<file path="config.mk">
export PLATFORM = sky130hd
export DESIGN_NAME = nsf_bank_switch_mapper_flat
export DESIGN_NICKNAME = d
export VERILOG_FILES = /design/src/rtl/core/nsfm_pkg.sv /design/src/rtl/core/nsfm_in_if.sv /design/src/rtl/core/nsfm_out_if.sv /design/src/rtl/core/nsfm_front.sv /design/src/rtl/core/nsfm_queue.sv /design/src/rtl/core/nsfm_back.sv /design/src/rtl/core/nsf_bank_switch_mapper.sv /design/src/flat_wrapper.sv
export SDC_FILE = /design/constraint.sdc
export NUM_CORES = 1
export LEC_CHECK = 0
export ABC_AREA = 0
export BUFFER_PORTS_ARGS = -buffer_cell sky130_fd_sc_hd__buf_2
export CAP_MARGIN = 20
export CORE_AREA = 8 8 199 182
export DETAILED_ROUTE_END_ITERATION = 16
export DIE_AREA = 0 0 207 190
export GPL_ROUTABILITY_DRIVEN = 0
export PLACE_DENSITY_LB_ADDON = 0.15
export SKIP_LAST_GASP = 1
export SYNTH_ARGS = -nofsm -noshare
export SYNTH_HDL_FRONTEND = slang
export SYNTH_SLANG_ARGS = --single-unit
</file>
<file path="constraint.sdc">
create_clock -name clk -period 8.12 [get_ports clk]
set_clock_uncertainty 0.15 [all_clocks]
set_input_delay 0.812 -clock clk [delete_from_list [all_inputs] [get_ports clk]]
set_output_delay 0.812 -clock clk [all_outputs]
set_load 0.005 [all_outputs]
</file>
<file path="src/rtl/core/nsfm_pkg.sv">
`timescale 1ns / 1ps

package nsfm_pkg;

  // geometry
  localparam int WINDOW_COUNT = 8;
  localparam int WIN_W        = $clog2(WINDOW_COUNT);
  localparam int BANK_BITS    = 8;
  localparam int OFFS_W       = 12;
  localparam int ROM_OFFS_W   = 20;
  localparam int CNT_W        = 10;
  localparam int STEP_W       = $clog2(BANK_BITS);
  localparam int MASK_W       = 7;
  localparam int ADDR_W       = 16;
  localparam int OP_W         = 2;
  localparam int STAT_W       = 2;

  // configuration port
  localparam int CFG_IDX_W  = 3;
  localparam int CFG_DATA_W = 64;
  localparam int PRG_W      = 21;
  localparam int SOUND_W    = 6;

  // rom size in whole 4 KiB banks
  localparam int LAST_W     = PRG_W - OFFS_W;

  // command queue
  localparam int QUEUE_DEPTH = 2;
  localparam int QPTR_W      = $clog2(QUEUE_DEPTH);
  localparam int QCNT_W      = $clog2(QUEUE_DEPTH + 1);

  // last window and last divide step
  localparam logic [WIN_W-1:0]  WIN_LAST  = WIN_W'(WINDOW_COUNT - 1);
  localparam logic [STEP_W-1:0] STEP_LAST = STEP_W'(BANK_BITS - 1);

  // op codes
  localparam logic [OP_W-1:0] OP_WRITE = 2'd0;
  localparam logic [OP_W-1:0] OP_READ  = 2'd1;
  localparam logic [OP_W-1:0] OP_INIT  = 2'd2;

  // status codes
  localparam logic [STAT_W-1:0] STAT_OK       = 2'd0;
  localparam logic [STAT_W-1:0] STAT_BAD_LOAD = 2'd1;
  localparam logic [STAT_W-1:0] STAT_OUTSIDE  = 2'd2;

  // register indexes
  localparam logic [CFG_IDX_W-1:0] REG_PRG_SIZE   = 3'd0;
  localparam logic [CFG_IDX_W-1:0] REG_LOAD_ADDR  = 3'd1;
  localparam logic [CFG_IDX_W-1:0] REG_SOUND_MASK = 3'd2;
  localparam logic [CFG_IDX_W-1:0] REG_NSF_MODE   = 3'd3;
  localparam logic [CFG_IDX_W-1:0] REG_INIT_WORDS = 3'd4;

  // sound chip enable bits
  localparam int EN_VRC6 = 0;
  localparam int EN_VRC7 = 1;
  localparam int EN_FDS  = 2;
  localparam int EN_MMC5 = 3;
  localparam int EN_N163 = 4;
  localparam int EN_FME7 = 5;

  // forward mask bits
  localparam int FW_N163_LO = 0;
  localparam int FW_MMC5    = 1;
  localparam int FW_FDS     = 2;
  localparam int FW_VRC6    = 3;
  localparam int FW_VRC7    = 4;
  localparam int FW_N163_HI = 5;
  localparam int FW_FME7    = 6;

  // address map
  localparam logic [ADDR_W-1:0] ADDR_LOW_PORT = 16'h4020;
  localparam logic [ADDR_W-1:0] ADDR_N163_LO  = 16'h4800;
  localparam logic [ADDR_W-1:0] ADDR_MMC5     = 16'h5000;
  localparam logic [ADDR_W-1:0] ADDR_MMC5_END = 16'h5FF5;
  localparam logic [ADDR_W-1:0] ADDR_BANK_SEL = 16'h5FF8;
  localparam logic [ADDR_W-1:0] ADDR_LOW_END  = 16'h5FFF;
  localparam logic [ADDR_W-1:0] ADDR_VRC6_A   = 16'h9000;
  localparam logic [ADDR_W-1:0] ADDR_VRC6_A_E = 16'h9003;
  localparam logic [ADDR_W-1:0] ADDR_VRC6_B   = 16'hA000;
  localparam logic [ADDR_W-1:0] ADDR_VRC6_B_E = 16'hA002;
  localparam logic [ADDR_W-1:0] ADDR_VRC6_C   = 16'hB000;
  localparam logic [ADDR_W-1:0] ADDR_VRC6_C_E = 16'hB002;
  localparam logic [ADDR_W-1:0] ADDR_VRC7_A   = 16'h9010;
  localparam logic [ADDR_W-1:0] ADDR_VRC7_D   = 16'h9030;
  localparam logic [ADDR_W-1:0] ADDR_N163_HI  = 16'hF800;
  localparam logic [ADDR_W-1:0] ADDR_FME7_A   = 16'hC000;
  localparam logic [ADDR_W-1:0] ADDR_FME7_D   = 16'hE000;
  localparam logic [OFFS_W-1:0] WINDOW_MASK   = 12'hFFF;

  typedef struct packed {
    logic [PRG_W-1:0]      prg_rom_size;
    logic [ADDR_W-1:0]     load_address;
    logic [SOUND_W-1:0]    extra_sound_mask;
    logic                  nsf_mode;
    logic [CFG_DATA_W-1:0] bank_init_words;
  } cfg_t;

  typedef enum logic [2:0] {
    CMD_REPORT,
    CMD_BANK_WR,
    CMD_READ,
    CMD_INIT_BYTES,
    CMD_INIT_LINEAR,
    CMD_INIT_PLAIN
  } cmd_kind_t;

  typedef struct packed {
    cmd_kind_t            kind;
    logic [MASK_W-1:0]    fwd_mask;
    logic [STAT_W-1:0]    status;
    logic [WIN_W-1:0]     window;
    logic [BANK_BITS-1:0] data;
    logic [OFFS_W-1:0]    offs_low;
  } cmd_t;

  typedef enum logic {
    BK_IDLE,
    BK_DIV
  } back_state_t;

endpackage

</file>
<file path="src/rtl/core/nsfm_in_if.sv">
`timescale 1ns / 1ps

interface nsfm_in_if;
  logic                         valid;
  logic                         ready;
  logic [nsfm_pkg::OP_W-1:0]    op;
  logic [nsfm_pkg::ADDR_W-1:0]  cpu_address;
  logic [nsfm_pkg::BANK_BITS-1:0] write_data;

  modport source (output valid, output op, output cpu_address, output write_data,
                  input ready);
  modport sink   (input valid, input op, input cpu_address, input write_data,
                  output ready);
endinterface

</file>
<file path="src/rtl/core/nsfm_out_if.sv">
`timescale 1ns / 1ps

interface nsfm_out_if;
  logic                             valid;
  logic                             ready;
  logic [nsfm_pkg::MASK_W-1:0]      forward_mask;
  logic                             bank_written;
  logic [nsfm_pkg::WIN_W-1:0]       bank_window;
  logic [nsfm_pkg::BANK_BITS-1:0]   bank_value;
  logic [nsfm_pkg::ROM_OFFS_W-1:0]  rom_offset;
  logic [nsfm_pkg::STAT_W-1:0]      status;

  modport source (output valid, output forward_mask, output bank_written,
                  output bank_window, output bank_value, output rom_offset,
                  output status, input ready);
  modport sink   (input valid, input forward_mask, input bank_written,
                  input bank_window, input bank_value, input rom_offset,
                  input status, output ready);
endinterface

</file>
<file path="src/rtl/core/nsfm_front.sv">
`timescale 1ns / 1ps

module nsfm_front (
  nsfm_in_if.sink           in_ch,
  input  nsfm_pkg::cfg_t    cfg,
  output logic              push_valid,
  input  logic              push_ready,
  output nsfm_pkg::cmd_t    push_cmd
);
  import nsfm_pkg::*;

  logic [ADDR_W-1:0]  a;
  logic [SOUND_W-1:0] ex;
  logic               mmc5_hit;
  logic               blocked;
  cmd_t               cmd;

  // handshake passes straight through to the queue
  assign push_valid  = in_ch.valid;
  assign in_ch.ready = push_ready;
  assign push_cmd    = cmd;

  assign a  = in_ch.cpu_address;
  assign ex = cfg.extra_sound_mask;

  // low port mmc5 decode
  assign mmc5_hit = ex[EN_MMC5] && (a >= ADDR_MMC5);
  assign blocked  = mmc5_hit && (a <= ADDR_MMC5_END);

  // classify the beat into a command for the back end
  always_comb begin
    cmd        = '0;
    cmd.kind   = CMD_REPORT;
    cmd.status = STAT_OK;
    case (in_ch.op)
      OP_WRITE: begin
        if (a >= ADDR_LOW_PORT && a <= ADDR_LOW_END) begin
          if (ex[EN_N163] && a == ADDR_N163_LO) begin
            cmd.fwd_mask[FW_N163_LO] = 1'b1;
          end
          if (mmc5_hit) begin
            cmd.fwd_mask[FW_MMC5] = 1'b1;
          end
          if (!blocked) begin
            if (a >= ADDR_MMC5) begin
              if (a >= ADDR_BANK_SEL) begin
                cmd.kind   = CMD_BANK_WR;
                cmd.window = a[WIN_W-1:0];
                cmd.data   = in_ch.write_data;
              end
            end else if (ex[EN_FDS]) begin
              cmd.fwd_mask[FW_FDS] = 1'b1;
            end
          end
        end else if (a[ADDR_W-1]) begin
          if (ex[EN_VRC6] &&
              ((a >= ADDR_VRC6_A && a <= ADDR_VRC6_A_E) ||
               (a >= ADDR_VRC6_B && a <= ADDR_VRC6_B_E) ||
               (a >= ADDR_VRC6_C && a <= ADDR_VRC6_C_E))) begin
            cmd.fwd_mask[FW_VRC6] = 1'b1;
          end
          if (ex[EN_VRC7] && (a == ADDR_VRC7_A || a == ADDR_VRC7_D)) begin
            cmd.fwd_mask[FW_VRC7] = 1'b1;
          end
          if (ex[EN_N163] && a == ADDR_N163_HI) begin
            cmd.fwd_mask[FW_N163_HI] = 1'b1;
          end
          if (ex[EN_FME7] && (a == ADDR_FME7_A || a == ADDR_FME7_D)) begin
            cmd.fwd_mask[FW_FME7] = 1'b1;
          end
        end
      end
      OP_READ: begin
        if (a[ADDR_W-1]) begin
          cmd.kind     = CMD_READ;
          cmd.window   = a[OFFS_W +: WIN_W];
          cmd.offs_low = a[OFFS_W-1:0] & WINDOW_MASK;
        end else begin
          cmd.status = STAT_OUTSIDE;
        end
      end
      OP_INIT: begin
        if (cfg.nsf_mode) begin
          // load address below $8000 is not supported
          if (!cfg.load_address[ADDR_W-1]) begin
            cmd.status = STAT_BAD_LOAD;
          end else begin
            cmd.kind   = (cfg.bank_init_words != '0) ? CMD_INIT_BYTES : CMD_INIT_LINEAR;
            cmd.window = cfg.load_address[OFFS_W +: WIN_W];
          end
        end else begin
          cmd.kind = CMD_INIT_PLAIN;
        end
      end
      default: begin
        cmd.kind = CMD_REPORT;
      end
    endcase
  end

endmodule

</file>
<file path="src/rtl/core/nsfm_queue.sv">
`timescale 1ns / 1ps

module nsfm_queue (
  input  logic           clk,
  input  logic           rst_n,
  input  logic           push_valid,
  output logic           push_ready,
  input  nsfm_pkg::cmd_t push_cmd,
  output logic           pop_valid,
  input  logic           pop_ready,
  output nsfm_pkg::cmd_t pop_cmd
);
  import nsfm_pkg::*;

  cmd_t              mem_r [QUEUE_DEPTH];
  logic [QPTR_W-1:0] wr_ptr_r, wr_ptr_nxt;
  logic [QPTR_W-1:0] rd_ptr_r, rd_ptr_nxt;
  logic [QCNT_W-1:0] cnt_r, cnt_nxt;
  logic              push_fire;
  logic              pop_fire;

  assign push_ready = (cnt_r != QCNT_W'(QUEUE_DEPTH));
  assign pop_valid  = (cnt_r != '0);
  assign pop_cmd    = mem_r[rd_ptr_r];
  assign push_fire  = push_valid && push_ready;
  assign pop_fire   = pop_valid && pop_ready;

  // pointer and fill count update
  always_comb begin
    wr_ptr_nxt = wr_ptr_r;
    rd_ptr_nxt = rd_ptr_r;
    cnt_nxt    = cnt_r;
    if (push_fire) begin
      wr_ptr_nxt = (wr_ptr_r == QPTR_W'(QUEUE_DEPTH - 1)) ? '0 : QPTR_W'(wr_ptr_r + 1'b1);
    end
    if (pop_fire) begin
      rd_ptr_nxt = (rd_ptr_r == QPTR_W'(QUEUE_DEPTH - 1)) ? '0 : QPTR_W'(rd_ptr_r + 1'b1);
    end
    if (push_fire && !pop_fire) begin
      cnt_nxt = QCNT_W'(cnt_r + 1'b1);
    end else if (pop_fire && !push_fire) begin
      cnt_nxt = QCNT_W'(cnt_r - 1'b1);
    end
  end

  always_ff @(posedge clk) begin
    if (!rst_n) begin
      wr_ptr_r <= '0;
      rd_ptr_r <= '0;
      cnt_r    <= '0;
    end else begin
      wr_ptr_r <= wr_ptr_nxt;
      rd_ptr_r <= rd_ptr_nxt;
      cnt_r    <= cnt_nxt;
    end
  end

  // entry storage
  always_ff @(posedge clk) begin
    if (push_fire) begin
      mem_r[wr_ptr_r] <= push_cmd;
    end
  end

endmodule

</file>
<file path="src/rtl/core/nsfm_back.sv">
`timescale 1ns / 1ps

module nsfm_back (
  input  logic                          clk,
  input  logic                          rst_n,
  input  nsfm_pkg::cfg_t                cfg,
  input  logic [nsfm_pkg::CNT_W-1:0]    bank_count,
  input  logic                          pop_valid,
  output logic                          pop_ready,
  input  nsfm_pkg::cmd_t                pop_cmd,
  nsfm_out_if.source                    out_ch
);
  import nsfm_pkg::*;

  back_state_t          state_r, state_nxt;
  cmd_t                 cmd_r, cmd_nxt;
  logic [WIN_W-1:0]     win_r, win_nxt;
  logic [BANK_BITS-1:0] dvd_r, dvd_nxt;
  logic [CNT_W-1:0]     rem_r, rem_nxt;
  logic [STEP_W-1:0]    step_r, step_nxt;
  logic [BANK_BITS-1:0] bank_r [WINDOW_COUNT];
  logic [BANK_BITS-1:0] bank_nxt [WINDOW_COUNT];

  logic                  out_valid_r, out_valid_nxt;
  logic [MASK_W-1:0]     out_mask_r, out_mask_nxt;
  logic                  out_wr_r, out_wr_nxt;
  logic [WIN_W-1:0]      out_win_r, out_win_nxt;
  logic [BANK_BITS-1:0]  out_val_r, out_val_nxt;
  logic [ROM_OFFS_W-1:0] out_offs_r, out_offs_nxt;
  logic [STAT_W-1:0]     out_stat_r, out_stat_nxt;

  logic                  pop_fire;
  logic                  div_last;
  logic [CNT_W:0]        shifted;
  logic                  ge;
  logic [CNT_W-1:0]      rem_step;
  logic [BANK_BITS-1:0]  mod_result;
  logic [LAST_W-1:0]     last_bank;
  logic [BANK_BITS-1:0]  plain_bank;
  logic [WIN_W-1:0]      win_inc;

  assign pop_ready = (state_r == BK_IDLE) && (!out_valid_r || out_ch.ready);
  assign pop_fire  = pop_valid && pop_ready;
  assign div_last  = (step_r == STEP_LAST);
  assign win_inc   = WIN_W'(win_r + 1'b1);

  // one restoring step of data mod bank count
  assign shifted    = {rem_r, dvd_r[BANK_BITS-1]};
  assign ge         = (shifted >= {1'b0, bank_count});
  assign rem_step   = ge ? CNT_W'(shifted - {1'b0, bank_count}) : CNT_W'(shifted);
  assign mod_result = (bank_count == '0) ? '0 : rem_step[BANK_BITS-1:0];

  // plain cartridge: last 4 KiB bank into the top window
  assign last_bank  = cfg.prg_rom_size[PRG_W-1:OFFS_W];
  assign plain_bank = (last_bank == '0) ? '0 : BANK_BITS'(last_bank - 1'b1);

  // next state
  always_comb begin
    state_nxt = state_r;
    case (state_r)
      BK_IDLE: begin
        if (pop_fire && (pop_cmd.kind == CMD_BANK_WR || pop_cmd.kind == CMD_INIT_BYTES)) begin
          state_nxt = BK_DIV;
        end
      end
      BK_DIV: begin
        if (div_last && (cmd_r.kind == CMD_BANK_WR || win_r == WIN_LAST)) begin
          state_nxt = BK_IDLE;
        end
      end
      default: begin
        state_nxt = BK_IDLE;
      end
    endcase
  end

  // datapath, bank registers and result register
  always_comb begin
    cmd_nxt       = cmd_r;
    win_nxt       = win_r;
    dvd_nxt       = dvd_r;
    rem_nxt       = rem_r;
    step_nxt      = step_r;
    bank_nxt      = bank_r;
    out_valid_nxt = out_ch.ready ? 1'b0 : out_valid_r;
    out_mask_nxt  = out_mask_r;
    out_wr_nxt    = out_wr_r;
    out_win_nxt   = out_win_r;
    out_val_nxt   = out_val_r;
    out_offs_nxt  = out_offs_r;
    out_stat_nxt  = out_stat_r;
    case (state_r)
      BK_IDLE: begin
        if (pop_fire) begin
          cmd_nxt  = pop_cmd;
          win_nxt  = pop_cmd.window;
          rem_nxt  = '0;
          step_nxt = '0;
          dvd_nxt  = (pop_cmd.kind == CMD_INIT_BYTES) ?
                     cfg.bank_init_words[{pop_cmd.window, 3'b000} +: BANK_BITS] :
                     pop_cmd.data;
          case (pop_cmd.kind)
            CMD_REPORT: begin
              out_valid_nxt = 1'b1;
              out_mask_nxt  = pop_cmd.fwd_mask;
              out_wr_nxt    = 1'b0;
              out_win_nxt   = '0;
              out_val_nxt   = '0;
              out_offs_nxt  = '0;
              out_stat_nxt  = pop_cmd.status;
            end
            CMD_READ: begin
              out_valid_nxt = 1'b1;
              out_mask_nxt  = '0;
              out_wr_nxt    = 1'b0;
              out_win_nxt   = '0;
              out_val_nxt   = '0;
              out_offs_nxt  = {bank_r[pop_cmd.window], pop_cmd.offs_low};
              out_stat_nxt  = STAT_OK;
            end
            CMD_INIT_LINEAR: begin
              // windows from the start one count up while below the bank count
              for (int w = 0; w < WINDOW_COUNT; w++) begin
                if (WIN_W'(w) >= pop_cmd.window &&
                    CNT_W'(WIN_W'(WIN_W'(w) - pop_cmd.window)) < bank_count) begin
                  bank_nxt[w] = BANK_BITS'(WIN_W'(WIN_W'(w) - pop_cmd.window));
                end
              end
              out_valid_nxt = 1'b1;
              out_mask_nxt  = '0;
              out_wr_nxt    = 1'b0;
              out_win_nxt   = '0;
              out_val_nxt   = '0;
              out_offs_nxt  = '0;
              out_stat_nxt  = STAT_OK;
            end
            CMD_INIT_PLAIN: begin
              bank_nxt[WIN_LAST] = plain_bank;
              out_valid_nxt = 1'b1;
              out_mask_nxt  = '0;
              out_wr_nxt    = 1'b0;
              out_win_nxt   = '0;
              out_val_nxt   = '0;
              out_offs_nxt  = '0;
              out_stat_nxt  = STAT_OK;
            end
            default: begin
              out_valid_nxt = 1'b0;
            end
          endcase
        end
      end
      BK_DIV: begin
        rem_nxt  = rem_step;
        dvd_nxt  = {dvd_r[BANK_BITS-2:0], 1'b0};
        step_nxt = STEP_W'(step_r + 1'b1);
        if (div_last) begin
          bank_nxt[win_r] = mod_result;
          if (cmd_r.kind == CMD_BANK_WR) begin
            out_valid_nxt = 1'b1;
            out_mask_nxt  = cmd_r.fwd_mask;
            out_wr_nxt    = 1'b1;
            out_win_nxt   = win_r;
            out_val_nxt   = mod_result;
            out_offs_nxt  = '0;
            out_stat_nxt  = STAT_OK;
          end else if (win_r == WIN_LAST) begin
            out_valid_nxt = 1'b1;
            out_mask_nxt  = '0;
            out_wr_nxt    = 1'b0;
            out_win_nxt   = '0;
            out_val_nxt   = '0;
            out_offs_nxt  = '0;
            out_stat_nxt  = STAT_OK;
          end else begin
            // move on to the next init byte
            win_nxt  = win_inc;
            dvd_nxt  = cfg.bank_init_words[{win_inc, 3'b000} +: BANK_BITS];
            rem_nxt  = '0;
            step_nxt = '0;
          end
        end
      end
      default: begin
        out_valid_nxt = out_valid_r;
      end
    endcase
  end

  always_ff @(posedge clk) begin
    if (!rst_n) begin
      state_r     <= BK_IDLE;
      out_valid_r <= 1'b0;
      for (int w = 0; w < WINDOW_COUNT; w++) begin
        bank_r[w] <= '0;
      end
    end else begin
      state_r     <= state_nxt;
      out_valid_r <= out_valid_nxt;
      bank_r      <= bank_nxt;
    end
  end

  // payload registers
  always_ff @(posedge clk) begin
    cmd_r      <= cmd_nxt;
    win_r      <= win_nxt;
    dvd_r      <= dvd_nxt;
    rem_r      <= rem_nxt;
    step_r     <= step_nxt;
    out_mask_r <= out_mask_nxt;
    out_wr_r   <= out_wr_nxt;
    out_win_r  <= out_win_nxt;
    out_val_r  <= out_val_nxt;
    out_offs_r <= out_offs_nxt;
    out_stat_r <= out_stat_nxt;
  end

  assign out_ch.valid        = out_valid_r;
  assign out_ch.forward_mask = out_mask_r;
  assign out_ch.bank_written = out_wr_r;
  assign out_ch.bank_window  = out_win_r;
  assign out_ch.bank_value   = out_val_r;
  assign out_ch.rom_offset   = out_offs_r;
  assign out_ch.status       = out_stat_r;

endmodule

</file>
<file path="src/rtl/core/nsf_bank_switch_mapper.sv">
`timescale 1ns / 1ps
// Bank-switch mapper for an NSF player, CPU space $8000-$FFFF in eight 4 KiB windows.
// in_ch carries one CPU beat (op, cpu_address, write_data): a write, a ROM read to
// translate, or a song init. out_ch returns exactly one result beat per input beat,
// in order. cfg_wr_en / cfg_index / cfg_wdata write the five setup registers; write
// them only while no beat is in flight.
// Inputs are classified combinationally and parked in a two-entry command queue; the
// back end pulls one command at a time and owns the bank registers and result reg.
// Reads, routing-only writes, linear and plain init take a queue entry and then the
// result register. A bank select write passes through the bit-per-cycle modulo unit
// before its result is registered; init from init bytes runs the unit once per window,
// from the load window up to the top window, and reports one result at the end.
// Simple commands flow at one beat per cycle while results are taken; the shared
// modulo unit keeps the back end busy for bank writes and byte init until it ends.
// If the receiver stalls, the result holds in its register, the queue fills and
// in_ch.ready drops once both entries are taken.
// Synchronous reset restores the register defaults (4 KiB ROM, load at $8000,
// player mode) and clears all bank registers to zero.
module nsf_bank_switch_mapper (
  input  logic                            clk,
  input  logic                            rst_n,
  nsfm_in_if.sink                         in_ch,
  nsfm_out_if.source                      out_ch,
  input  logic                            cfg_wr_en,
  input  logic [nsfm_pkg::CFG_IDX_W-1:0]  cfg_index,
  input  logic [nsfm_pkg::CFG_DATA_W-1:0] cfg_wdata
);
  import nsfm_pkg::*;

  cfg_t             cfg_r, cfg_nxt;
  logic [CNT_W-1:0] bank_count_r, bank_count_nxt;
  logic [PRG_W:0]   count_sum;

  logic push_valid, push_ready;
  cmd_t push_cmd;
  logic pop_valid, pop_ready;
  cmd_t pop_cmd;

  // register writes
  always_comb begin
    cfg_nxt = cfg_r;
    if (cfg_wr_en) begin
      case (cfg_index)
        REG_PRG_SIZE:   cfg_nxt.prg_rom_size     = cfg_wdata[PRG_W-1:0];
        REG_LOAD_ADDR:  cfg_nxt.load_address     = cfg_wdata[ADDR_W-1:0];
        REG_SOUND_MASK: cfg_nxt.extra_sound_mask = cfg_wdata[SOUND_W-1:0];
        REG_NSF_MODE:   cfg_nxt.nsf_mode         = cfg_wdata[0];
        REG_INIT_WORDS: cfg_nxt.bank_init_words  = cfg_wdata;
        default: begin
          cfg_nxt = cfg_r;
        end
      endcase
    end
  end

  // bank count = ceil((rom size + load offset) / 4 KiB)
  assign count_sum = {1'b0, cfg_r.prg_rom_size}
                   + (PRG_W + 1)'(cfg_r.load_address[OFFS_W-1:0])
                   + (PRG_W + 1)'(WINDOW_MASK);
  assign bank_count_nxt = count_sum[PRG_W:OFFS_W];

  always_ff @(posedge clk) begin
    if (!rst_n) begin
      cfg_r.prg_rom_size     <= PRG_W'(4096);
      cfg_r.load_address     <= 16'h8000;
      cfg_r.extra_sound_mask <= '0;
      cfg_r.nsf_mode         <= 1'b1;
      cfg_r.bank_init_words  <= '0;
      bank_count_r           <= CNT_W'(1);
    end else begin
      cfg_r        <= cfg_nxt;
      bank_count_r <= bank_count_nxt;
    end
  end

  nsfm_front u_front (
    .in_ch      (in_ch),
    .cfg        (cfg_r),
    .push_valid (push_valid),
    .push_ready (push_ready),
    .push_cmd   (push_cmd)
  );

  nsfm_queue u_queue (
    .clk        (clk),
    .rst_n      (rst_n),
    .push_valid (push_valid),
    .push_ready (push_ready),
    .push_cmd   (push_cmd),
    .pop_valid  (pop_valid),
    .pop_ready  (pop_ready),
    .pop_cmd    (pop_cmd)
  );

  nsfm_back u_back (
    .clk        (clk),
    .rst_n      (rst_n),
    .cfg        (cfg_r),
    .bank_count (bank_count_r),
    .pop_valid  (pop_valid),
    .pop_ready  (pop_ready),
    .pop_cmd    (pop_cmd),
    .out_ch     (out_ch)
  );

`ifndef SYNTHESIS
  // a bank write result is never also an error or a translated read
  a_bank_wr_clean: assert property (@(posedge clk) disable iff (!rst_n)
    out_ch.valid && out_ch.bank_written |-> out_ch.status == STAT_OK && out_ch.rom_offset == '0)
    else $error("bank write result carries status or offset");

  // an error status reports nothing else
  a_status_alone: assert property (@(posedge clk) disable iff (!rst_n)
    out_ch.valid && out_ch.status != STAT_OK |->
      out_ch.forward_mask == '0 && !out_ch.bank_written && out_ch.rom_offset == '0)
    else $error("error result carries other fields");

  // the back end never takes a command while a result is stuck
  a_no_pop_on_stall: assert property (@(posedge clk) disable iff (!rst_n)
    out_ch.valid && !out_ch.ready |-> !(pop_valid && pop_ready))
    else $error("command popped while result stalled");

  // a translated offset only comes from a plain read
  a_offs_read_only: assert property (@(posedge clk) disable iff (!rst_n)
    out_ch.valid && out_ch.rom_offset != '0 |-> out_ch.forward_mask == '0 && !out_ch.bank_written)
    else $error("rom offset on a non-read result");
`endif

endmodule

</file>
<file path="src/flat_wrapper.sv">
// flat-port wrapper written by rule: the top's interface ports become plain ports
module nsf_bank_switch_mapper_flat import nsfm_pkg::*;
  (clk, rst_n, cfg_wr_en, cfg_index, cfg_wdata, in_ch_valid, in_ch_op, in_ch_cpu_address, in_ch_write_data, in_ch_ready, out_ch_valid, out_ch_forward_mask, out_ch_bank_written, out_ch_bank_window, out_ch_bank_value, out_ch_rom_offset, out_ch_status, out_ch_ready);
  nsfm_in_if in_ch_i ();
  nsfm_out_if out_ch_i ();
  input  logic clk;
  input  logic rst_n;
  input  logic cfg_wr_en;
  input  logic [nsfm_pkg::CFG_IDX_W-1:0] cfg_index;
  input  logic [nsfm_pkg::CFG_DATA_W-1:0] cfg_wdata;
  input wire logic [$bits(in_ch_i.valid)-1:0] in_ch_valid;
  input wire logic [$bits(in_ch_i.op)-1:0] in_ch_op;
  input wire logic [$bits(in_ch_i.cpu_address)-1:0] in_ch_cpu_address;
  input wire logic [$bits(in_ch_i.write_data)-1:0] in_ch_write_data;
  output wire logic [$bits(in_ch_i.ready)-1:0] in_ch_ready;
  output wire logic [$bits(out_ch_i.valid)-1:0] out_ch_valid;
  output wire logic [$bits(out_ch_i.forward_mask)-1:0] out_ch_forward_mask;
  output wire logic [$bits(out_ch_i.bank_written)-1:0] out_ch_bank_written;
  output wire logic [$bits(out_ch_i.bank_window)-1:0] out_ch_bank_window;
  output wire logic [$bits(out_ch_i.bank_value)-1:0] out_ch_bank_value;
  output wire logic [$bits(out_ch_i.rom_offset)-1:0] out_ch_rom_offset;
  output wire logic [$bits(out_ch_i.status)-1:0] out_ch_status;
  input wire logic [$bits(out_ch_i.ready)-1:0] out_ch_ready;
  assign in_ch_i.valid = in_ch_valid;
  assign in_ch_i.op = in_ch_op;
  assign in_ch_i.cpu_address = in_ch_cpu_address;
  assign in_ch_i.write_data = in_ch_write_data;
  assign in_ch_ready = in_ch_i.ready;
  assign out_ch_valid = out_ch_i.valid;
  assign out_ch_forward_mask = out_ch_i.forward_mask;
  assign out_ch_bank_written = out_ch_i.bank_written;
  assign out_ch_bank_window = out_ch_i.bank_window;
  assign out_ch_bank_value = out_ch_i.bank_value;
  assign out_ch_rom_offset = out_ch_i.rom_offset;
  assign out_ch_status = out_ch_i.status;
  assign out_ch_i.ready = out_ch_ready;
  nsf_bank_switch_mapper u_core (.clk(clk), .rst_n(rst_n), .in_ch(in_ch_i), .out_ch(out_ch_i), .cfg_wr_en(cfg_wr_en), .cfg_index(cfg_index), .cfg_wdata(cfg_wdata));
endmodule
</file>
==> results.txt, run 1 <==
----------------------------------------------------
[Power]
  Net Sw Power ... 0.00232 W
  Combinational share of power ... 0.367
  Leakage power figure ... 6.95 nW
  Pwr per Cell Area ... 329 mW/mm^2
  Fraction of power spent switching nets ... 0.376
  Cell internal power dissipation ... 0.00385 W
  Seq pwr share ... 0.369
  Relative contribution of the clock network to total power ... 0.264
  IR drop worst, VDD ... 0.000216 V

[Placement]
  Port Buf Inserts ... 140
  Half-perimeter wire length after placement ... 33.1 mm

[GRT]
  Overall track demand over capacity in global routing ... 0.231
  Number of antenna violations at the first check in global routing ... 0
  Via count of the first global-routing pass ... 13,100
  Gr ovfl total ... 0
  Largest net degree at the start of global routing ... 90
  Wire length of the first global-routing pass ... 73.9 mm

[Logic synthesis]
  Synth top area share ... 0.264
  Most used flip-flop cell after synthesis ... sky130_fd_sc_hd__dfxtp_1
  Top cells by area, synth ... sky130_fd_sc_hd__edfxtp_1 26%, sky130_fd_sc_hd__dfxtp_1 23%, sky130_fd_sc_hd__nand2_1 9.2%
  Sequential-to-total area share from yosys stat ... 0.494
  Library cells used by synthesis ... 74
  Cell taking the most area after synthesis ... sky130_fd_sc_hd__edfxtp_1
  Post-Synthesis Cells ... 1,802
  Post-synthesis instance area ... 0.0165 sq mm
  Yosys Warn Count ... 0
  Post-Synthesis Mean Instance Area ... 9.15 sq um
  Asr flop ratio synth ... 0
  Number of synthesized flops with an enable pin ... 145
  Register bit count reported by yosys ... 334
  Synthesized Nets ... 1,964

[Clock network]
  Clock tree from TritonCTS ... done
  Worst-Skew Late Latency ... 520 ps
  Clock buffers created by TritonCTS ... 37
  Total number of H-tree levels ... 2
  Resized cells post-CTS ... 0
  Clock sink count ... 334
  Post-CTS Repair Setup Buffers ... 0
  Count of hold-fix buffers inserted at cts ... 0
  Clock-pin slew on the worst setup and hold paths ... 60 ps
  Library cell used as clock root buffer ... sky130_fd_sc_hd__clkbuf_16
  Maximum buffer depth of the clock tree ... 3

[Timing]
  Max-slew violation total from the final report ... 0
  Summed negative setup slack over all endpoints ... 0 ps
  Fraction of the cycle the final worst path needs ... 0.582
  Min Clock Period, post-route ... 4720 ps
  Actual slew at the worst max-slew pin ... 1130 ps
  Slew HR ... 0.226
  Unrepaired setup endpoints after global routing ... no
  Final count of hold timing violations ... 0
  Maximum clock frequency ... 212 MHz
  Final setup vio count ... 0

[Routing]
  Number of iterations in the first detailed-routing pass ... 5
  Post-DR vias/cell ... 5.85
  Violation count after the first detailed-routing iteration ... 1,292
  Final routed wire length divided by cell count ... 19.8 um
  Final ANT Viol Nets ... 0
  Via Count ... 13,800
  Residual DRC count ... 0
  Routed Wire Length ... 46.5 mm

[Cells and area]
  Fill cell total of the finished layout ... 2,967
  Number of antenna repair diodes ... 0
  Fraction of final layout cells sized beyond drive strength 1 ... 0.136
  Area growth from synthesis to layout ... 13.8%
  NumNets Final ... 2,065
  Core Util, Final ... 0.575

[Floorplanning]
  Number of cell rows ... 63
  Effective utilization at floorplan ... 0.505
  Core area ... 0.0326 sq mm
  DIE WIDTH ... 207 um
  Number of top-level design ports ... 141
  Chip Height ... 190 um
  Total Die Area ... 0.0393 sq mm

[Worst setup path]
  Class of the most critical setup path ... reg -> reg
  Data required time of the critical path ... 8400 ps
  Type of element capturing the critical path ... flop
  Largest fanout on the critical path ... 74
  Type of origin of the critical path ... flop
  Arrival time at the worst endpoint ... 5000 ps
  Number of cells on the worst reg-to-reg path ... 16

[Min path]
  Min-Delay Path Depth ... 2
  Type of the tightest min-delay check ... reg -> reg

[Outcome]
  Status ... complete, no violations

[Run]
  Count of max-cap constraint violations ... 0

----------------------------------------------------
final timing paths:
check | startpoint | end | slack, ps
worst min register to register | u_core.cfg_r[97]$_SDFFE_PN0P_ | u_core.cfg_r[97]$_SDFFE_PN0P_ | 300
worst max register to register | flop | u_core.u_back.bank_r[43]$_SDFFE_PN0P_ | 3400
worst min-delay path | u_core.cfg_r[97]$_SDFFE_PN0P_ | u_core.cfg_r[97]$_SDFFE_PN0P_ | 300
worst max-delay path | flop | u_core.u_back.bank_r[43]$_SDFFE_PN0P_ | 3400
stage by stage:
stage / setup WS (ps) / cell area, sq um / std cells / hold slack [ps] / total power, W
after floorplan: 3770 / 16500 / 1802 / 275 / 0.00370
after global placement: 3620 / 17500 / 2282 / 292 / 0.00446
after detailed placement: 3520 / 17500 / 2283 / 297 / 0.00449
after CTS: 3510 / 18700 / 2350 / 305 / 0.00612
after global routing: 3050 / 18800 / 2353 / 325 / 0.00649
final: 3400 / 18800 / 2353 / 302 / 0.00617
logic make-up (layout without fill, tap and decap cells):
logic type | count (synthesis) | after routing | share of synthesized area
fa+ha+maj | 64 | 64 | 0.0490
compound gates | 357 | 357 | 0.137
mux | 79 | 79 | 0.0618
flops | 334 | 334 | 0.494
buf+inv | 191 | 320 | 0.0445
simple gates | 758 | 758 | 0.204
xor+xnor | 19 | 19 | 0.0101
placed cells by master (no fill, tap or decap), types with 7 or more instances in the layout:
master | netlist | routed
sky130_fd_sc_hd__nor2_1 | 115 | 114
sky130_fd_sc_hd__clkbuf_1 | 72 | 8
sky130_fd_sc_hd__o21ai_0 | 64 | 64
sky130_fd_sc_hd__and3_1 | 37 | 36
sky130_fd_sc_hd__nor2b_1 | 7 | 7
sky130_fd_sc_hd__nand3_1 | 76 | 75
sky130_fd_sc_hd__nand2b_1 | 13 | 13
sky130_fd_sc_hd__o22ai_1 | 12 | 12
sky130_fd_sc_hd__or3_1 | 9 | 9
sky130_fd_sc_hd__nand4_1 | 11 | 11
sky130_fd_sc_hd__a32o_1 | 9 | 9
sky130_fd_sc_hd__o211ai_1 | 11 | 11
sky130_fd_sc_hd__a31oi_1 | 21 | 21
sky130_fd_sc_hd__nand2_1 | 406 | 406
sky130_fd_sc_hd__buf_2 | 4 | 141
sky130_fd_sc_hd__and2_1 | 16 | 16
sky130_fd_sc_hd__clkinv_1 | 3 | 9
sky130_fd_sc_hd__buf_4 | 1 | 18
sky130_fd_sc_hd__a311oi_1 | 16 | 16
sky130_fd_sc_hd__dfxtp_1 | 189 | 188
sky130_fd_sc_hd__o31ai_1 | 9 | 9
sky130_fd_sc_hd__a21o_1 | 7 | 7
sky130_fd_sc_hd__ha_1 | 63 | 63
sky130_fd_sc_hd__a21oi_1 | 146 | 146
sky130_fd_sc_hd__nor3_1 | 20 | 19
sky130_fd_sc_hd__xnor2_1 | 8 | 8
sky130_fd_sc_hd__clkbuf_16 | 0 | 38
sky130_fd_sc_hd__mux2i_1 | 55 | 54
sky130_fd_sc_hd__nor4_1 | 21 | 21
sky130_fd_sc_hd__xor2_1 | 11 | 11
sky130_fd_sc_hd__mux4_2 | 16 | 16
sky130_fd_sc_hd__inv_1 | 86 | 85
sky130_fd_sc_hd__o221ai_1 | 13 | 13
sky130_fd_sc_hd__edfxtp_1 | 145 | 145
worst max-delay path, stage by stage (launching register included):
cell                      delay (ps)
sky130_fd_sc_hd__dfxtp_2         360
sky130_fd_sc_hd__buf_4           550
sky130_fd_sc_hd__mux2i_4         320
sky130_fd_sc_hd__buf_4           610
sky130_fd_sc_hd__inv_2            40
sky130_fd_sc_hd__buf_4           370
sky130_fd_sc_hd__ha_1            320
sky130_fd_sc_hd__xnor2_1         280
sky130_fd_sc_hd__inv_1           120
sky130_fd_sc_hd__ha_1            280
sky130_fd_sc_hd__o21ai_0          80
sky130_fd_sc_hd__a31oi_1         150
sky130_fd_sc_hd__nor2_1           60
sky130_fd_sc_hd__o311a_1         420
sky130_fd_sc_hd__nor2_1          270
sky130_fd_sc_hd__nand2_1          80
sky130_fd_sc_hd__o21ai_0          70
state kept, by name, indices dropped and copies added, names as in the netlist, 10 cells and up, named ones only:
name                             flops
u_core.cfg_r                       108
u_core.u_queue.mem_r                70
u_core.u_back.bank_r                64
u_core.u_back.out_ch.rom_offset     20
u_core.bank_count_r                 10
u_core.u_back.cmd_r                 10
u_core.u_back.rem_r                 10
Yosys cell counts, drive strengths merged (5+ instances only):
cell type	n
a21o	7
dfxtp	189
clkbuf	72
mux2	6
nand3	76
and2	17
o221ai	13
o31ai	10
inv	88
nand2b	13
mux4	16
nand2	406
o22ai	12
a311oi	16
xnor2	8
o21ai	64
a31oi	21
nor4	21
edfxtp	145
a32o	9
o2bb2ai	5
mux2i	57
nor3	20
nor2	115
a21oi	146
buf	28
o211ai	11
or3	9
nor2b	7
xor2	11
and3	37
o22a	5
nand4	11
ha	63
a211oi	6
per-layer routing:
metal  routed length (um)  global-route usage  vias to the layer above  part of all wire
met4                 1480              0.0808                        0             0.032
met1                21000               0.319                     6530              0.45
met3                 3420              0.0413                       98             0.074
li1                     -                   -                     6592                 -
met2                20600               0.362                      540              0.44
met5                    0                   0                        -                 0
cell type report:
type	count	area [sq um]	share of cell area
multi-input cells	1277	7670	0.409
repair buffers	162	902	0.0481
clock buffers	46	981	0.0523
clock inverters	21	191	0.0102
well taps	422	528	0.0282
flip-flops and latches	334	8140	0.434
inverters	91	343	0.0183
power groups by stage:
stage,registers [W],clock network [W],logic (W)
after global routing,0.00231,0.00172,0.00246
after floorplan,0.00227,0,0.00142
after detailed placement,0.00230,0,0.00219
after global placement,0.00230,0,0.00216
final,0.00227,0.00163,0.00227
after CTS,0.00227,0.00165,0.00220
Power figures use the tool's default switching activity.
==> run 2: changes to the inputs <==
--- a/config.mk
+++ b/config.mk
@@ -5,12 +5,12 @@
 export SDC_FILE = /design/constraint.sdc
 export NUM_CORES = 1
 export LEC_CHECK = 0
-export ABC_AREA = 0
+export ABC_AREA = 1
 export BUFFER_PORTS_ARGS = -buffer_cell sky130_fd_sc_hd__buf_2
 export CAP_MARGIN = 20
-export CORE_AREA = 8 8 199 182
+export CORE_AREA = 8 8 204 186
 export DETAILED_ROUTE_END_ITERATION = 16
-export DIE_AREA = 0 0 207 190
+export DIE_AREA = 0 0 212 194
 export GPL_ROUTABILITY_DRIVEN = 0
 export PLACE_DENSITY_LB_ADDON = 0.15
 export SKIP_LAST_GASP = 1
==> constraint.sdc (replaced) <==
create_clock -name clk -period 4.5 [get_ports clk]
set_clock_uncertainty 0.15 [all_clocks]
set_input_delay 0.45 -clock clk [delete_from_list [all_inputs] [get_ports clk]]
set_output_delay 0.45 -clock clk [all_outputs]
set_load 0.005 [all_outputs]
==> results.txt, run 2 <==
----------------------------------------------------
[Outcome]
  Status ... complete, no violations

[Logic synthesis]
  Post-Synth Adder-Cell Area ... 0.0468 (-0.00227)
  Post-synthesis instance area ... 0.0173 sq mm (+4.8%)
  Synthesized Nets ... 2,412 (+23%)
  Synth Area in Simple Gates ... 0.217 (+0.0125)
  Register bit count reported by yosys ... 334 (unchanged)
  Synth top area share ... 0.252 (-0.0122)
  Most frequent cell after synthesis ... sky130_fd_sc_hd__nand2_1
  Yosys Warn Count ... 0 (unchanged)
  Asr flop ratio synth ... 0 (unchanged)
  Synth Area in Compound Gates ... 0.168 (+0.0316)
  Main combinational cell family by area after synthesis ... simple AND/OR/NAND/NOR gates
  Post-Synthesis Cells ... 2,250 (+25%)
  Top cells by area, synth ... sky130_fd_sc_hd__edfxtp_1 25%, sky130_fd_sc_hd__dfxtp_1 22%, sky130_fd_sc_hd__nand2_1 9.7%
  Most used flip-flop cell after synthesis ... sky130_fd_sc_hd__dfxtp_1
  Post-Synthesis Mean Instance Area ... 7.68 sq um (-16%)
  Commonest cells in the netlist ... 445 x sky130_fd_sc_hd__nand2_1, 278 x sky130_fd_sc_hd__inv_1, 263 x sky130_fd_sc_hd__a21oi_1
  Number of synthesized flops with an enable pin ... 145 (unchanged)
  Multiplexer share of the synthesized area ... 0 (-0.0618)
  Cell taking the most area after synthesis ... sky130_fd_sc_hd__edfxtp_1
  Library cells used by synthesis ... 52 (-30%)
  Xor and xnor area share after synthesis ... 0.00659 (-0.00351)
  Sequential-to-total area share from yosys stat ... 0.471 (-0.0228)

[Placement]
  Port Buf Inserts ... 140 (unchanged)
  Inst Count DP ... 2,768 (+21%)
  Half-perimeter wire length after placement ... 37.4 mm (+13%)

[GRT]
  Via count of the first global-routing pass ... 14,600 (+12%)
  Number of antenna violations at the first check in global routing ... 0 (unchanged)
  Largest net degree at the start of global routing ... 103 (+14%)
  Gr ovfl total ... 0 (unchanged)
  Wire length of the first global-routing pass ... 79.4 mm (+7.5%)
  Overall track demand over capacity in global routing ... 0.240 (+0.00947)

[Floorplanning]
  DIE WIDTH ... 212 um (+2.4%)
  Number of top-level design ports ... 141 (unchanged)
  Core area ... 0.0346 sq mm (+5.9%)
  Chip Height ... 194 um (+2.1%)
  Total Die Area ... 0.0411 sq mm (+4.6%)
  Number of cell rows ... 65 (+3.2%)
  Effective utilization at floorplan ... 0.500 (-0.00511)

[Worst setup path]
  List of cells traversed by the critical path ... inv_6 > nand2_1 > o21ai_2 > buf_4 > inv_2 > ha_1 > nand2_1 > o211ai_1 > inv_1 > a21oi_1
  Reg-to-reg slack, setup ... 890 ps (-2510 ps)
  Cell with the largest stage delay on the worst path ... sky130_fd_sc_hd__o211ai_1
  Type of element capturing the critical path ... flop
  Path length in cells of the critical path ... 10 (-6)
  Data required time of the critical path ... 4800 ps (-3600 ps)
  Most prevalent standard cell on the critical path ... sky130_fd_sc_hd__nand2_1
  Reg-to-reg critical path endpoint ... u_core.u_back.bank_r[12]$_SDFFE_PN0P_
  Number of cells on the worst reg-to-reg path ... 10 (-6)
  Worst path bufs/invs ... 4 (-1)
  Top delay family on crit path ... buffers and inverters
  Class of the most critical setup path ... reg -> reg
  Maximum single-stage delay on the critical path ... 730 ps (+120 ps)
  Largest fanout on the critical path ... 36 (-51%)
  Type of origin of the critical path ... flop
  Arrival time at the worst endpoint ... 3910 ps (-1090 ps)

[Timing]
  Summed negative setup slack over all endpoints ... 0 ps (unchanged)
  Actual slew at the worst max-slew pin ... 1070 ps (-57.7 ps)
  Max-slew violation total from the final report ... 0 (unchanged)
  Unrepaired setup endpoints after global routing ... no
  Min Clock Period, post-route ... 3610 ps (-1110 ps)
  Slew HR ... 0.281 (+0.0545)
  Final setup vio count ... 0 (unchanged)
  Maximum clock frequency ... 277 MHz (+31%)
  Final count of hold timing violations ... 0 (unchanged)
  Fraction of the cycle the final worst path needs ... 0.803 (+0.221)

[Clock network]
  Worst-Skew Late Latency ... 540 ps (+20 ps)
  Clock buffers created by TritonCTS ... 38 (+2.7%)
  Clock sink count ... 334 (unchanged)
  Clock-pin slew on the worst setup and hold paths ... 60 ps (about the same)
  Library cell used as clock root buffer ... sky130_fd_sc_hd__clkbuf_16
  Maximum buffer depth of the clock tree ... 3 (unchanged)
  Total number of H-tree levels ... 2 (unchanged)
  Post-CTS Repair Setup Buffers ... 0 (unchanged)
  Clock tree from TritonCTS ... done

[Min path]
  Min-Delay Path Depth ... 3 (+1)
  Beginning of the worst hold path ... cfg_wdata[38]
  End point of the worst hold path ... u_core.cfg_r[38]$_SDFFE_PN0P_
  Type of the tightest min-delay check ... in -> reg

[Cells and area]
  Most used cells in the layout excluding fill and tap cells ... 444 x sky130_fd_sc_hd__nand2_1, 278 x sky130_fd_sc_hd__inv_1, 262 x sky130_fd_sc_hd__a21oi_1, 233 x sky130_fd_sc_hd__nor2_1, 225 x sky130_fd_sc_hd__o21ai_0
  Number of antenna repair diodes ... 0 (unchanged)
  Largest register by flop count ... u_core.cfg_r
  Most common cell after layout, fill and taps aside ... sky130_fd_sc_hd__nand2_1
  Largest registers ranked by flip-flop count ... u_core.cfg_r: 108 flops, u_core.u_queue.mem_r: 70 flops, u_core.u_back.bank_r: 64 flops
  Core Util, Final ... 0.566 (-0.00820)
  NumNets Final ... 2,503 (+21%)
  Fill cell total of the finished layout ... 3,216 (+8.4%)
  Flip-flop count of the largest register, all copies and words added ... 108 (unchanged)
  Non-filler cells in the finished layout ... 2,838 (+21%)
  Fraction of final layout cells sized beyond drive strength 1 ... 0.104 (-0.0318)
  Area growth from synthesis to layout ... 13.3%

[Routing]
  Number of iterations in the first detailed-routing pass ... 6 (+1)
  Residual DRC count ... 0 (unchanged)
  Violation count after the first detailed-routing iteration ... 1,601 (+24%)
  Routed Wire Length ... 50.7 mm (+9.0%)
  Via Count ... 15,600 (+14%)
  Final ANT Viol Nets ... 0 (unchanged)
  Final routed wire length divided by cell count ... 17.9 um (-9.7%)
  Post-DR vias/cell ... 5.51 (-5.8%)

[Power]
  IR drop worst, VDD ... 0.000300 V (+39%)
  Pwr per Cell Area ... 663 mW/mm^2 (+100%)
  Leakage power figure ... 8.46 nW (+22%)

[Run]
  Count of max-cap constraint violations ... 0 (unchanged)

----------------------------------------------------
[run 2: cell count changes in the layout (fill, tap and decap cells not counted), moves of 23 or more]
cell	previous run	this run
sky130_fd_sc_hd__nand3_1	75	109
sky130_fd_sc_hd__a21oi_1	146	262
sky130_fd_sc_hd__nor2_1	114	233
sky130_fd_sc_hd__nand4_1	11	34
sky130_fd_sc_hd__mux2i_1	54	0
sky130_fd_sc_hd__o21ai_0	64	225
sky130_fd_sc_hd__nand2_1	406	444
sky130_fd_sc_hd__inv_1	85	278
sky130_fd_sc_hd__and3_1	36	1
[run 2: layout make-up]
cell class | instances | area [sq um] | area share
Clock inverter | 19 | 256 | 0.0131
Clock buffer | 49 | 1060 | 0.0544
Tap cell | 469 | 587 | 0.0300
Inverter | 289 | 1090 | 0.0557
Multi-Input combinational cell | 1521 | 7600 | 0.388
Sequential cell | 334 | 8140 | 0.416
Timing Repair Buffer | 157 | 841 | 0.0430
[run 2: logic make-up (layout without fill, tap and decap cells)]
group,count (synthesis),count (layout)
simple gates,892,892
compound gates,552,552
buf+inv,395,514
flops,334,334
fa+ha+maj,64,64
xor+xnor,13,13
[run 2: stage by stage]
| step | area [sq um] | hold slack (ps) | power, W | setup slack [ps] |
|---|---|---|---|---|
| 2_1_floorplan | 17300 | 276 | 0.00795 | 1750 |
| 3_5_place_dp | 18200 | 301 | 0.00967 | 943 |
| 4_1_cts | 19600 | 7.96 | 0.0130 | 929 |
| 5_1_grt | 19600 | 41.4 | 0.0138 | 582 |
| 6_report | 19600 | 17.9 | 0.0130 | 886 |
| 3_3_place_gp | 18200 | 287 | 0.00959 | 963 |
[run 2: timing repair]
action | CTS | global route
hold buffers | 1 | 0
endpoints found under the hold margin | 1 | 0
resized for setup | 0 | 0
[run 2: routing by layer]
metal  GRT usage  wire length [um]  vias up
met2       0.378             22800      666
met3      0.0446              4200       86
met4      0.0700              1330        0
met5           0                 0        -
met1       0.333             22400     7227
li1            -                 -     7653
[run 2: worst max-delay path by stage]
stage	endpoint	start
3_3_place_gp	u_core.u_back.out_ch.forward_mask[1]$_DFFE_PP_	u_core.u_back.state_r$_SDFF_PN0_
5_1_grt	u_core.u_back.bank_r[12]$_SDFFE_PN0P_	flop
6_report	u_core.u_back.bank_r[12]$_SDFFE_PN0P_	flop
2_1_floorplan	u_core.u_back.bank_r[10]$_SDFFE_PN0P_	flop
3_5_place_dp	u_core.u_back.out_ch.forward_mask[1]$_DFFE_PP_	u_core.u_back.state_r$_SDFF_PN0_
4_1_cts	u_core.u_back.bank_r[12]$_SDFFE_PN0P_	flop
[run 2: where the power goes]
group,internal (W),switching [W],leakage (nW)
Clock,0.00202,0.00125,0.643
Combinational,0.00157,0.00381,4.88
Sequential,0.00401,0.000306,2.94
Total,0.00760,0.00537,8.46
[run 2: worst reg2reg max path: cells and delay by family, from the launching register on]
family	cells	cell delay [ps]
buffers and inverters	4	1170
AOI/OAI and AO/OA	3	1020
DFF	1	700
adders and majority gates	1	280
and+or+nand+nor	2	210
==> run 3: changes to the inputs <==
--- a/config.mk
+++ b/config.mk
@@ -5,12 +5,12 @@
 export SDC_FILE = /design/constraint.sdc
 export NUM_CORES = 1
 export LEC_CHECK = 0
-export ABC_AREA = 1
+export ABC_AREA = 0
 export BUFFER_PORTS_ARGS = -buffer_cell sky130_fd_sc_hd__buf_2
 export CAP_MARGIN = 20
-export CORE_AREA = 8 8 204 186
+export CORE_AREA = 8 8 199 182
 export DETAILED_ROUTE_END_ITERATION = 16
-export DIE_AREA = 0 0 212 194
+export DIE_AREA = 0 0 207 190
 export GPL_ROUTABILITY_DRIVEN = 0
 export PLACE_DENSITY_LB_ADDON = 0.15
 export SKIP_LAST_GASP = 1
==> constraint.sdc (replaced) <==
create_clock -name clk -period 3.7 [get_ports clk]
set_clock_uncertainty 0.15 [all_clocks]
set_input_delay 0.37 -clock clk [delete_from_list [all_inputs] [get_ports clk]]
set_output_delay 0.37 -clock clk [all_outputs]
set_load 0.005 [all_outputs]
==> results.txt, run 3 (synthesized netlist as in run 1, its figures left out) <==
----------------------------------------------------
[Outcome]
  Status ... complete, no violations

[Worst setup path]
  Largest fanout on the critical path ... 13 (-64%)
  Maximum single-stage delay on the critical path ... 750 ps (+20 ps)
  Type of element capturing the critical path ... flop
  Class of the most critical setup path ... reg -> reg
  Worst path bufs/invs ... 1 (-3)
  Top delay family on crit path ... compound AO/OA/AOI/OAI gates
  List of cells traversed by the critical path ... buf_4 > mux2i_4 > ha_1 > ha_1 > o21ai_0 > nand2b_1 > a21oi_1 > o211ai_1 > nor3_1 > a32o_1
  Cell with the largest stage delay on the worst path ... sky130_fd_sc_hd__o211ai_1
  Data required time of the critical path ... 3960 ps (-840 ps)
  Most prevalent standard cell on the critical path ... sky130_fd_sc_hd__ha_1
  Arrival time at the worst endpoint ... 3570 ps (-340 ps)
  Type of origin of the critical path ... flop

[Timing]
  Maximum clock frequency ... 303 MHz (+9.3%)
  Final count of hold timing violations ... 0 (unchanged)
  Slew HR ... 0.291 (+0.0101)
  Summed negative setup slack over all endpoints ... 0 ps (unchanged)
  Fraction of the cycle the final worst path needs ... 0.893 (+0.0903)
  Min Clock Period, post-route ... 3310 ps (-308 ps)
  Final setup vio count ... 0 (unchanged)
  Unrepaired setup endpoints after global routing ... no
  Actual slew at the worst max-slew pin ... 1060 ps (-9.42 ps)
  Max-slew violation total from the final report ... 0 (unchanged)

[Placement]
  Half-perimeter wire length after placement ... 34.0 mm (-9.1%)
  Port Buf Inserts ... 140 (unchanged)

[Cells and area]
  NumNets Final ... 2,157 (-14%)
  Fraction of final layout cells sized beyond drive strength 1 ... 0.141 (+0.0370)
  Largest registers ranked by flip-flop count ... u_core.cfg_r: 108 flops, u_core.u_queue.mem_r: 70 flops, u_core.u_back.bank_r: 64 flops
  Number of antenna repair diodes ... 0 (unchanged)
  Largest register by flop count ... u_core.cfg_r
  Most common cell after layout, fill and taps aside ... sky130_fd_sc_hd__nand2_1
  Fill cell total of the finished layout ... 2,834 (-12%)
  Flip-flop count of the largest register, all copies and words added ... 108 (unchanged)
  Most used cells in the layout excluding fill and tap cells ... 406 x sky130_fd_sc_hd__nand2_1, 188 x sky130_fd_sc_hd__dfxtp_1, 146 x sky130_fd_sc_hd__a21oi_1, 145 x sky130_fd_sc_hd__edfxtp_1, 140 x sky130_fd_sc_hd__buf_2
  Area growth from synthesis to layout ... 18.6%

[Routing]
  Post-DR vias/cell ... 5.85 (+6.1%)
  Final ANT Viol Nets ... 0 (unchanged)
  Final routed wire length divided by cell count ... 19.7 um (+10%)
  Via Count ... 14,300 (-8.6%)
  Number of iterations in the first detailed-routing pass ... 6 (unchanged)
  Routed Wire Length ... 48.1 mm (-5.1%)
  Violation count after the first detailed-routing iteration ... 1,206 (-25%)
  Residual DRC count ... 0 (unchanged)

[Power]
  IR drop worst, VDD ... 0.000383 V (+27%)
  Total power consumption of the routed design ... 0.0137 W (+5.5%)
  Leakage power figure ... 7.33 nW (-13%)
  Pwr per Cell Area ... 700 mW/mm^2 (+5.7%)

[Run]
  Count of max-cap constraint violations ... 0 (unchanged)

[Clock network]
  Clock-pin slew on the worst setup and hold paths ... 60 ps (about the same)
  Clock tree from TritonCTS ... done
  Clock buffers created by TritonCTS ... 36 (-5.3%)
  Total number of H-tree levels ... 2 (unchanged)
  Count of hold-fix buffers inserted at cts ... 68 (+67)
  Maximum buffer depth of the clock tree ... 3 (unchanged)
  Library cell used as clock root buffer ... sky130_fd_sc_hd__clkbuf_16
  Clock sink count ... 334 (unchanged)
  Resized cells post-CTS ... 0 (unchanged)
  Worst-Skew Late Latency ... 520 ps (-20 ps)
  Post-CTS Repair Setup Buffers ... 0 (unchanged)

[Floorplanning]
  Core area ... 0.0326 sq mm (-5.6%)
  Chip Height ... 190 um (-2.1%)
  Effective utilization at floorplan ... 0.505 (+0.00511)
  Number of cell rows ... 63 (-3.1%)
  DIE WIDTH ... 207 um (-2.4%)
  Total Die Area ... 0.0393 sq mm (-4.4%)
  Number of top-level design ports ... 141 (unchanged)

[GRT]
  Via count of the first global-routing pass ... 13,700 (-6.3%)
  Overall track demand over capacity in global routing ... 0.237 (-0.00290)
  Wire length of the first global-routing pass ... 76.3 mm (-3.9%)
  Largest net degree at the start of global routing ... 72 (-30%)
  Gr ovfl total ... 0 (unchanged)
  Number of antenna violations at the first check in global routing ... 0 (unchanged)

[Min path]
  Type of the tightest min-delay check ... in -> reg

----------------------------------------------------
[run 3: changes by cell type in the layout (fill, tap and decap cells not counted), sizes merged, moves of 34 or more]
cell and change:
inv -197, o21ai -175, nor2 -127, a21oi -118, dlygate4sd3 +67, mux2i +57, nand2 -45, and3 +36
nand3 -34
[run 3: area by class of cell]
class                      count  area (sq um)  area share
clock buffer                  56          1070      0.0547
tap                          422           528      0.0270
multi-input combinational   1277          7670       0.392
timing repair buffer         255          1730      0.0887
clock inverter                10          62.6     0.00320
inverter                      91           343      0.0175
sequential                   334          8140       0.417
[run 3: through the flow]
stage / instance area, sq um / hold WS (ps) / worst slack [ps] / utilization / instances
after global routing: 19500 / 11.7 / 172 / 0.599 / 2445
final: 19500 / 19.1 / 395 / 0.599 / 2445
after CTS: 19500 / 1.30 / 434 / 0.599 / 2445
after floorplan: 16500 / 275 / 33.1 / - / 1802
after global placement: 17700 / 289 / 609 / 0.543 / 2311
after detailed placement: 17700 / 295 / 467 / 0.543 / 2311
[run 3: path summary, 6_finish.rpt]
check                                                   start                                     to  slack [ps]  depth (start not counted)
worst max-delay path                                     flop  u_core.u_back.bank_r[28]$_SDFFE_PN0P_         390                         10
worst max register to register                           flop  u_core.u_back.bank_r[28]$_SDFFE_PN0P_         390                         10
worst min register to register  u_core.cfg_r[78]$_SDFFE_PN0P_          u_core.cfg_r[78]$_SDFFE_PN0P_         300                          2
worst min-delay path                      in_ch_write_data[6]  u_core.u_queue.mem_r[1][18]$_DFFE_PP_          20                          2
[run 3: report_power, final]
group | internal (W) | total, W | switching, W
clock network | 0.00200 | 0.00344 | 0.00144
logic | 0.00188 | 0.00526 | 0.00337
registers | 0.00469 | 0.00499 | 0.000299
[run 3: metal layers]
layer  vias to the layer above  GRT usage  part of all wire
li1                       6776          -                 -
met1                      6862      0.320              0.43
met2                       560      0.386              0.46
met3                        94     0.0438             0.075
met4                         0     0.0725             0.026
met5                         -          0                 0
